===== src/rtl/dsa_pkg.sv =====
package dsa_pkg;

    // request kinds
    typedef enum logic [1:0] {
        REQ_ALLOC   = 2'd0,
        REQ_RELEASE = 2'd1,
        REQ_READ    = 2'd2
    } t_req;

    // result status codes
    typedef enum logic [1:0] {
        ST_OK      = 2'd0,
        ST_NOSPACE = 2'd1,
        ST_BADMARK = 2'd2
    } t_status;

    // configuration register indexes
    localparam logic CFG_BASE = 1'b0;
    localparam logic CFG_SIZE = 1'b1;

    localparam int unsigned DATA_W  = 32;
    localparam int unsigned ALIGN_W = 4;
    localparam int unsigned TOP_W   = DATA_W + 1;
    localparam int unsigned CALC_W  = DATA_W + 2;

    // widest address an allocation may produce
    localparam int unsigned ADDR_BITS = 32;
    localparam logic [CALC_W-1:0] FIT_LIMIT = (ADDR_BITS >= DATA_W)
        ? {2'b00, {DATA_W{1'b1}}}
        : ((CALC_W'(1) << ADDR_BITS) - CALC_W'(1));

    localparam logic [DATA_W-1:0] BASE_RESET = 32'd0;
    localparam logic [DATA_W-1:0] SIZE_RESET = 32'd65536;

endpackage


===== src/rtl/double_ended_stack_allocator.sv =====
// double-ended stack allocator
// a region [base, base+size) is carved from both ends: the bottom end grows
// up, the top end grows down, and they must never cross
// input channel: i_valid/o_ready carry one request word (type, end select,
// size, alignment, marker); output channel: o_valid/i_ready carry one result
// word (address, status) per request, in request order
// config port: i_cfg_we writes region_base (index 0) or region_size
// (index 1) at once; either write puts both ends back at the region edges
// an accepted word goes to the input register, then to the result register
// throughput: one word per cycle while i_ready stays high; the end pointers
// are read and updated by the add, mask and compare logic of the compute
// stage, so the next word sees the new pointers without a bubble
// stalls: when the receiver holds i_ready low the result register keeps its
// word, the input register still takes one more word, then o_ready drops
// reset (i_rst_n low, synchronous) empties both registers, loads base 0 and
// size 65536, and places the ends at the region edges
module double_ended_stack_allocator (
    input  logic                        i_clk,
    input  logic                        i_rst_n,
    input  logic                        i_valid,
    output logic                        o_ready,
    input  logic [1:0]                  i_req_type,
    input  logic                        i_from_top,
    input  logic [dsa_pkg::DATA_W-1:0]  i_alloc_size,
    input  logic [dsa_pkg::ALIGN_W-1:0] i_align_log2,
    input  logic [dsa_pkg::DATA_W-1:0]  i_marker_value,
    output logic                        o_valid,
    input  logic                        i_ready,
    output logic [dsa_pkg::DATA_W-1:0]  o_address,
    output logic [1:0]                  o_status,
    input  logic                        i_cfg_we,
    input  logic                        i_cfg_index,
    input  logic [dsa_pkg::DATA_W-1:0]  i_cfg_wdata
);
    import dsa_pkg::*;

    // configuration and end pointers
    logic [DATA_W-1:0]  r_base;
    logic [DATA_W-1:0]  r_size;
    logic [TOP_W-1:0]   r_top;
    logic [DATA_W-1:0]  r_bottom;

    // input register
    logic               r_in_valid;
    logic [1:0]         r_req;
    logic               r_from_top;
    logic [DATA_W-1:0]  r_alloc_size;
    logic [ALIGN_W-1:0] r_align;
    logic [DATA_W-1:0]  r_marker;

    // result register
    logic               r_out_valid;
    logic [DATA_W-1:0]  r_address;
    logic [1:0]         r_status;

    logic               move;
    logic [CALC_W-1:0]  amask;
    logic [CALC_W-1:0]  top_ext;
    logic [CALC_W-1:0]  bot_ext;
    logic [CALC_W-1:0]  size_ext;
    logic [CALC_W-1:0]  mark_ext;
    logic [CALC_W-1:0]  limit_ext;
    logic [CALC_W-1:0]  top_diff;
    logic [CALC_W-1:0]  top_addr;
    logic [CALC_W-1:0]  bot_addr;
    logic [CALC_W-1:0]  bot_next;
    logic               top_ok;
    logic               bot_ok;
    logic               mark_ok;
    logic [TOP_W-1:0]   n_top;
    logic [DATA_W-1:0]  n_bottom;
    logic [DATA_W-1:0]  n_address;
    logic [1:0]         n_status;

    // compute stage fires when the result register is free or draining
    assign move    = r_in_valid && (!r_out_valid || i_ready);
    assign o_ready = !r_in_valid || move;

    assign amask     = (CALC_W'(1) << r_align) - CALC_W'(1);
    assign top_ext   = {1'b0, r_top};
    assign bot_ext   = {2'b00, r_bottom};
    assign size_ext  = {2'b00, r_alloc_size};
    assign mark_ext  = {2'b00, r_marker};
    assign limit_ext = {2'b00, r_base} + {2'b00, r_size};

    // top end: subtract, then round down to the alignment
    assign top_diff = top_ext - size_ext;
    assign top_addr = top_diff & ~amask;
    assign top_ok   = (size_ext <= top_ext) && (top_addr >= bot_ext)
                      && (top_addr <= FIT_LIMIT);

    // bottom end: round up to the alignment, then add
    assign bot_addr = (bot_ext + amask) & ~amask;
    assign bot_next = bot_addr + size_ext;
    assign bot_ok   = (bot_next <= top_ext) && (bot_next <= FIT_LIMIT);

    // marker must lie in the region and not cross the other end
    assign mark_ok = (r_marker >= r_base) && (mark_ext <= limit_ext)
                     && (r_from_top ? (r_marker >= r_bottom) : (mark_ext <= top_ext));

    always_comb begin
        n_top     = r_top;
        n_bottom  = r_bottom;
        n_address = '0;
        n_status  = ST_OK;
        case (t_req'(r_req))
            REQ_ALLOC: begin
                n_status = ST_NOSPACE;
                if (r_alloc_size != '0) begin
                    if (r_from_top) begin
                        if (top_ok) begin
                            n_top     = top_addr[TOP_W-1:0];
                            n_address = top_addr[DATA_W-1:0];
                            n_status  = ST_OK;
                        end
                    end else begin
                        if (bot_ok) begin
                            n_bottom  = bot_next[DATA_W-1:0];
                            n_address = bot_addr[DATA_W-1:0];
                            n_status  = ST_OK;
                        end
                    end
                end
            end
            REQ_RELEASE: begin
                if (mark_ok) begin
                    if (r_from_top) begin
                        n_top = {1'b0, r_marker};
                    end else begin
                        n_bottom = r_marker;
                    end
                    n_address = r_marker;
                end else begin
                    n_status = ST_BADMARK;
                end
            end
            REQ_READ: begin
                n_address = r_from_top ? r_top[DATA_W-1:0] : r_bottom;
            end
            default: begin
                // unused request kind: empty ok result
                n_address = '0;
            end
        endcase
    end

    // control state and end pointers
    always_ff @(posedge i_clk) begin
        if (!i_rst_n) begin
            r_in_valid  <= 1'b0;
            r_out_valid <= 1'b0;
            r_base      <= BASE_RESET;
            r_size      <= SIZE_RESET;
            r_top       <= {1'b0, BASE_RESET} + {1'b0, SIZE_RESET};
            r_bottom    <= BASE_RESET;
        end else begin
            if (o_ready) begin
                r_in_valid <= i_valid;
            end
            if (move) begin
                r_out_valid <= 1'b1;
            end else if (i_ready) begin
                r_out_valid <= 1'b0;
            end
            if (i_cfg_we) begin
                // either write resets both ends to the new region edges
                if (i_cfg_index == CFG_BASE) begin
                    r_base   <= i_cfg_wdata;
                    r_top    <= {1'b0, i_cfg_wdata} + {1'b0, r_size};
                    r_bottom <= i_cfg_wdata;
                end else begin
                    r_size   <= i_cfg_wdata;
                    r_top    <= {1'b0, r_base} + {1'b0, i_cfg_wdata};
                    r_bottom <= r_base;
                end
            end else if (move) begin
                r_top    <= n_top;
                r_bottom <= n_bottom;
            end
        end
    end

    // payload registers
    always_ff @(posedge i_clk) begin
        if (o_ready && i_valid) begin
            r_req        <= i_req_type;
            r_from_top   <= i_from_top;
            r_alloc_size <= i_alloc_size;
            r_align      <= i_align_log2;
            r_marker     <= i_marker_value;
        end
        if (move) begin
            r_address <= n_address;
            r_status  <= n_status;
        end
    end

    assign o_valid   = r_out_valid;
    assign o_address = r_address;
    assign o_status  = r_status;

endmodule


===== config.mk =====
export PLATFORM = sky130hd
export DESIGN_NAME = double_ended_stack_allocator
export DESIGN_NICKNAME = d
export VERILOG_FILES = /design/src/rtl/dsa_pkg.sv /design/src/rtl/double_ended_stack_allocator.sv
export SDC_FILE = /design/constraint.sdc
export NUM_CORES = 1
export LEC_CHECK = 0
export BUFFER_PORTS_ARGS = -buffer_cell sky130_fd_sc_hd__clkbuf_2
export CAP_MARGIN = 20
export CORE_MARGIN = 5
export CORE_UTILIZATION = 50
export CTS_CLUSTER_SIZE = 12
export DETAILED_ROUTE_END_ITERATION = 10
export GPL_ROUTABILITY_DRIVEN = 0
export HOLD_SLACK_MARGIN = 0.15
export PLACE_DENSITY_LB_ADDON = 0.08
export SKIP_LAST_GASP = 1
export SLEW_MARGIN = 20
export SYNTH_ARGS = -nofsm -noshare
export SYNTH_HDL_FRONTEND = slang
export SYNTH_SLANG_ARGS = --single-unit

===== constraint.sdc =====
create_clock -name i_clk -period 7.7 [get_ports i_clk]
set_input_delay 1.155 -clock i_clk [delete_from_list [all_inputs] [get_ports i_clk]]
set_output_delay 1.155 -clock i_clk [all_outputs]
set_load 0.01 [all_outputs]

# After elaboration in Yosys (flattened, before gate mapping)
# Cells that the tools add are included.
# classes
add_sub_neg	7
n_lt_le_gt_ge	9
n_eq_ne	10
n_shift	1
n_mux	34
bitwise_logic	3
reduce_logical	19
# ops
operator	n
two-way mux 32 bit	14
two-way mux 33 bit	8
adder 32 x 32 -> 33 bit	3
<= comparator 32 x 33 -> 1 bit	3
case mux 32 bit (3 select lines)	1
AND 34 bit	2
<= comparator 34 x 32 -> 1 bit (second input constant)	2
case mux 33 bit (2 select lines)	1
greater-or-equal comparator 32 bit	2
case mux 32 bit (2 select lines)	1
adder 32 x 34 -> 34 bit	1
adder 34 x 32 -> 34 bit	1
greater-or-equal comparator 34 x 32 -> 1 bit	1
<= comparator 34 x 33 -> 1 bit	1
NOT 34 bit	1
left shift 1 x 4 -> 34 bit (first input constant)	1
subtractor 33 x 32 -> 34 bit	1
subtractor 34 x 2 -> 34 bit (second input constant)	1
nonzero test 32 bit	1
inequality test 3 bit (second input constant)	8
AND reduction 7 bit	2
logical AND 1 bit	7
two-way mux 2 bit	3
two-way mux 1 bit	5
other kinds (9)	12
# totals
register_bits	236
in_bits	109
out_inout_bits	36
elab_cells	96

# Logic depth before layout (Yosys ltp)
# depth
ltp_word	13
depth_mapped	41
depth_no_buf	39

# Least setup slack after synthesis
# Ideal clock, no wire load.
# synth_timing
path_kind	register -> register
from	register r_align[3]
to	register r_address[10] (netlist: o_address[10]) (data pin)
arrival_ps	7521
required_ps	7542
path_slack_ps	22
stages_incl_launch_ff	40
path_buffers	3
synth_period_minus_slack_ps	7678
cell_sequence	edfxtp_1 > nor2_1 > inv_1 > nor3_1 > inv_1 > ha_1 > clkbuf_1 > nor3_1 > a21oi_1 > o21ai_0 > ha_1 > a2111oi_0 > nand3_1 > a31o_2 > a21o_1 > a31oi_1 > xor2_1 > nor2_1 > [4 not listed] > a21oi_1 > o21a_1 > o22ai_1 > o21ai_0 > a21oi_1 > xnor2_1 > ha_1 > a21o_1 > a21o_1 > a21oi_1 > nand3_1 > or4_1 > o311ai_0 > a21bo_1 > a21o_1 > buf_6 > buf_6 > o221ai_2
# synth_between
elab_chain_len	11
elab_cells_between_ends	19
classes_between	add/sub: 3; order compare: 4; shift: 1; mux: 5; bitwise: 3; reduce/logical: 3
# synth_lines
item	line_no	source
start: declaration	double_ended_stack_allocator.sv:48	logic [ALIGN_W-1:0] r_align;
start signal: assignment	double_ended_stack_allocator.sv:189	r_align <= i_align_log2;
left shift 1 x 4 -> 34 bit *	double_ended_stack_allocator.sv:79	assign amask = (CALC_W'(1) << r_align) - CALC_W'(1);
subtractor 34 x 2 -> 34 bit *	double_ended_stack_allocator.sv:79	
adder 32 x 34 -> 34 bit or NOT 34 bit (tied branches)	double_ended_stack_allocator.sv:93, double_ended_stack_allocator.sv:88	
AND 34 bit, on equally long branches	double_ended_stack_allocator.sv:93, double_ended_stack_allocator.sv:88	
adder 34 x 32 -> 34 bit or greater-or-equal comparator 34 x 32 -> 1 bit (tied branches)	double_ended_stack_allocator.sv:94, double_ended_stack_allocator.sv:89	
<= comparator 34 x 33 -> 1 bit (tied with other cells)	double_ended_stack_allocator.sv:95	assign bot_ok = (bot_next <= top_ext) && (bot_next <= FIT_LIMIT);
logical AND 1 bit, on equally long branches	double_ended_stack_allocator.sv:95, double_ended_stack_allocator.sv:90	
two-way mux 32 bit, on equally long branches	double_ended_stack_allocator.sv:117, double_ended_stack_allocator.sv:111	
two-way mux 32 bit *	double_ended_stack_allocator.sv:110	if (r_from_top) begin
two-way mux 32 bit *	double_ended_stack_allocator.sv:109	if (r_alloc_size != '0) begin
case mux 32 bit (3 select lines) *	double_ended_stack_allocator.sv:106	case (t_req'(r_req))
net n_address[10]	double_ended_stack_allocator.sv:72	logic [DATA_W-1:0] n_address;
end signal: assignment	double_ended_stack_allocator.sv:193	r_address <= n_address;
end: declaration	double_ended_stack_allocator.sv:53	logic [DATA_W-1:0] r_address;
# The timed path passes the listed nets; every way through them passes the cells marked *.
# A chain may end at the register's enable or synchronous reset.

# Final worst setup path
# layout_timing
from	register r_align[3]
to	register r_address[22] (netlist: o_address[22]) (data pin)
# Same word-level chain as after synthesis.

==> results.ini <==
[outcome]
outcome = complete, no violations

[logic_synthesis]
yosysSeqAreaShare_pct = 23.8
synth_cell_types = 91
synth.area.top_cells = ha_1 (18%), edfxtp_1 (13%), dfxtp_1 (11%), nand2_1 (6.4%), a21oi_1 (6.1%)
synth_ff_type = dfxtp_1
yosysMostFrequentCell = nand2_1
syn_area_mm2 = 0.0243
synth-seq-cells = 236
async_flop_share_pct = 0
synth_edf_count = 105
ys_top_cells_by_count = nand2_1 (414), ha_1 (355), a21oi_1 (295)
avgSynthCellArea_um2 = 8.11
syn_inst = 2997
synth.yosys.warnings = 0
netlist.area_leader.share_pct = 18.3
yosysTopAreaCell = ha_1

[sta]
hold_viol = 0
worst_slew_margin_rel_pct = 29.0
maxSlewViolCount = 0
finalSetupViolations = 0
rsz0062_at_grt = true
fin_crit_ps = 7640
clock.fmax_mhz = 131
fin_skew_ps = 37.0
post-route-period-util_pct = 99.2
tightest_slew_ps = 1060
tns_ps = 0

[power]
powerDensity_mw_per_mm2 = 206
total_leakage_power_uw = 0.0123
ir_worst_vdd_mv = 0.171
power_uw = 5760

[worst_setup_path]
cp_slowest_stage_delay_ps = 550
crit_family = compound AO/OA/AOI/OAI gates
cp_max_fo = 9
critical_path_class = register to register
crit_path_frequent_cell = buf_4
crit_slowest_cell = or4_1
worstSetupStartpointType = register
critPathBufInv = 6
arrival_ps = 8090
cp.required_ps = 8150
endpoint_kind = register

[grt]
antenna_found_initial = 2
grt_max_degree = 88
grt_pass1_wl_mm = 132
track_usage_pct = 31.5
overflow = 0
grt_pass1_vias = 22800

[placed_design]
port_buffers = 144
dpl.hpwl_mm = 70.0

[cts]
h-tree-depth = 1
tritoncts = done
clock_path_buffers = 3
clock_sinks = 236
cts_buffers = 31
clk_pin_slew_ps = 60
root_buffer = clkbuf_16
insertion_delay_ps = 630

[cells_and_area]
fillers = 4263
drive_gt1_share_pct = 14.1
areaGrowthSynthToFinish_pct = 14.9
finish.net_count = 3665

[die]
rows = 80
coreArea_mm2 = 0.0479
die_width_um = 230
ioPinCount = 145
start_util_pct = 50.7
die_y_um = 230
die_area_mm2 = 0.0531

[flow_run]
drv_cap = 0

[route]
wire_per_inst_um = 23.4
drtIter0Drc = 2482
dr.pass1.iters = 6
routed_wl_mm = 89.7
ant_nets = 0
num_vias = 24300
drc = 0
post_drt_via_cell_ratio = 6.34

[worst_hold_path]
min_path_type = register to register

-- cell families (layout without fill, tap and decap cells) --
group                    Yosys count  count (layout)  synth area share (%)
AO/OA/AOI/OAI                    912             912                  25.2
AND/OR/NAND/NOR                  908             909                  17.4
adder cells (fa/ha/maj)          360             360                  18.7
buffers and inverters            336             548                  5.46
flip-flops                       236             236                  23.8
XOR/XNOR                         134             134                  4.83
multiplexers                     110             110                  4.58
other                              1              13                0.0154
-- worst paths after layout --
check	startpoint	endpoint	slack, ps	cells past startpoint
min reg2reg	r_size[5]	r_size[5]	490	2
min	r_size[5]	r_size[5]	490	2
max	r_align[3]	o_address[22]	60	35
max reg2reg	r_align[3]	o_address[22]	60	35
-- layout by cell type (no fill, tap or decap), types with 13 or more instances in the layout --
cell type,Yosys,final
nand2_1,414,414
ha_1,355,349
a21oi_1,295,279
inv_1,219,217
nor2_1,159,152
o21ai_0,158,144
clkbuf_2,0,141
dfxtp_1,131,131
buf_4,2,117
edfxtp_1,105,105
mux2i_1,101,101
a21o_1,95,94
xnor2_1,82,76
nand3_1,67,67
a211oi_1,53,50
xor2_1,52,50
nand2b_1,48,46
nand4_1,40,40
o211ai_1,38,38
clkbuf_16,0,35
nor3_1,34,31
and3_1,25,24
o21a_1,23,23
a31oi_1,24,23
o221ai_2,20,21
and2_1,22,20
nor4_1,20,20
o21bai_1,18,18
nor2b_1,19,17
a21oi_2,1,17
a211o_1,14,14
a221o_1,14,14
and4_1,13,13
o31ai_1,14,13
a311o_1,13,13
-- state kept, by name, summed over array words and instances, names as in the netlist --
name,flops
o_address,32
o_status,2
o_valid,1
r_align,4
r_alloc_size,32
r_base,32
r_bottom,32
r_from_top,1
r_in_valid,1
r_marker,32
r_req,2
r_size,32
r_top,33
-- metal layers --
metal  wire (um)  part of all wire, %  global-route usage [%]
met5           0                    0                       0
met1       38800                   43                    45.5
met2       37700                   42                    47.7
met3        9300                   10                    5.46
met4        3830                  4.3                    10.3
-- through the flow --
step,setup WS (ps),cells,utilization [%],cell area (um2),hold WS (ps)
global placement,-307,3759,54.6,26200,468
global route,-245,3835,58.2,27900,500
CTS,17.3,3818,57.0,27300,490
finish,60.1,3837,58.2,27900,491
floorplan,21.6,3007,-,24300,451
detailed placement,-446,3759,54.6,26200,479
-- power by group --
| part | switching, uW | internal [uW] |
|---|---|---|
| clock network | 627 | 879 |
| registers | 160 | 1410 |
| logic | 1580 | 1110 |
| total | 2360 | 3390 |
-- what timing repair did --
action / 4_1_cts / 5_1_grt
pin swaps: 2 / 34
gates resized for setup: 15 / 95
hold buffers: 0 / 0
buffers inserted: 1 / 15
endpoints found under the setup margin: 65 / 65
gates cloned: 1 / 2
-- layout make-up --
type / instances / area (um2) / area share [%]
inverters: 222 / 835 / 2.99
repair buffers: 269 / 1760 / 6.31
multi-input cells: 2436 / 17700 / 63.5
clock inverters: 13 / 145 / 0.520
flip-flops and latches: 236 / 5780 / 20.7
clock buffers: 44 / 897 / 3.21
diodes: 2 / 5.00 / 0.0179
well taps: 615 / 769 / 2.76
-- worst reg2reg max path, delay by kind of cell, from the launching register on --
family / cells / cell delay [ps]
flip-flops: 1 / 420
AND/OR/NAND/NOR: 10 / 1740
adder cells (fa/ha/maj): 4 / 1150
AO/OA/AOI/OAI: 12 / 2540
buffers and inverters: 6 / 860
XOR/XNOR: 3 / 790
Power figures use the tool's default switching activity.
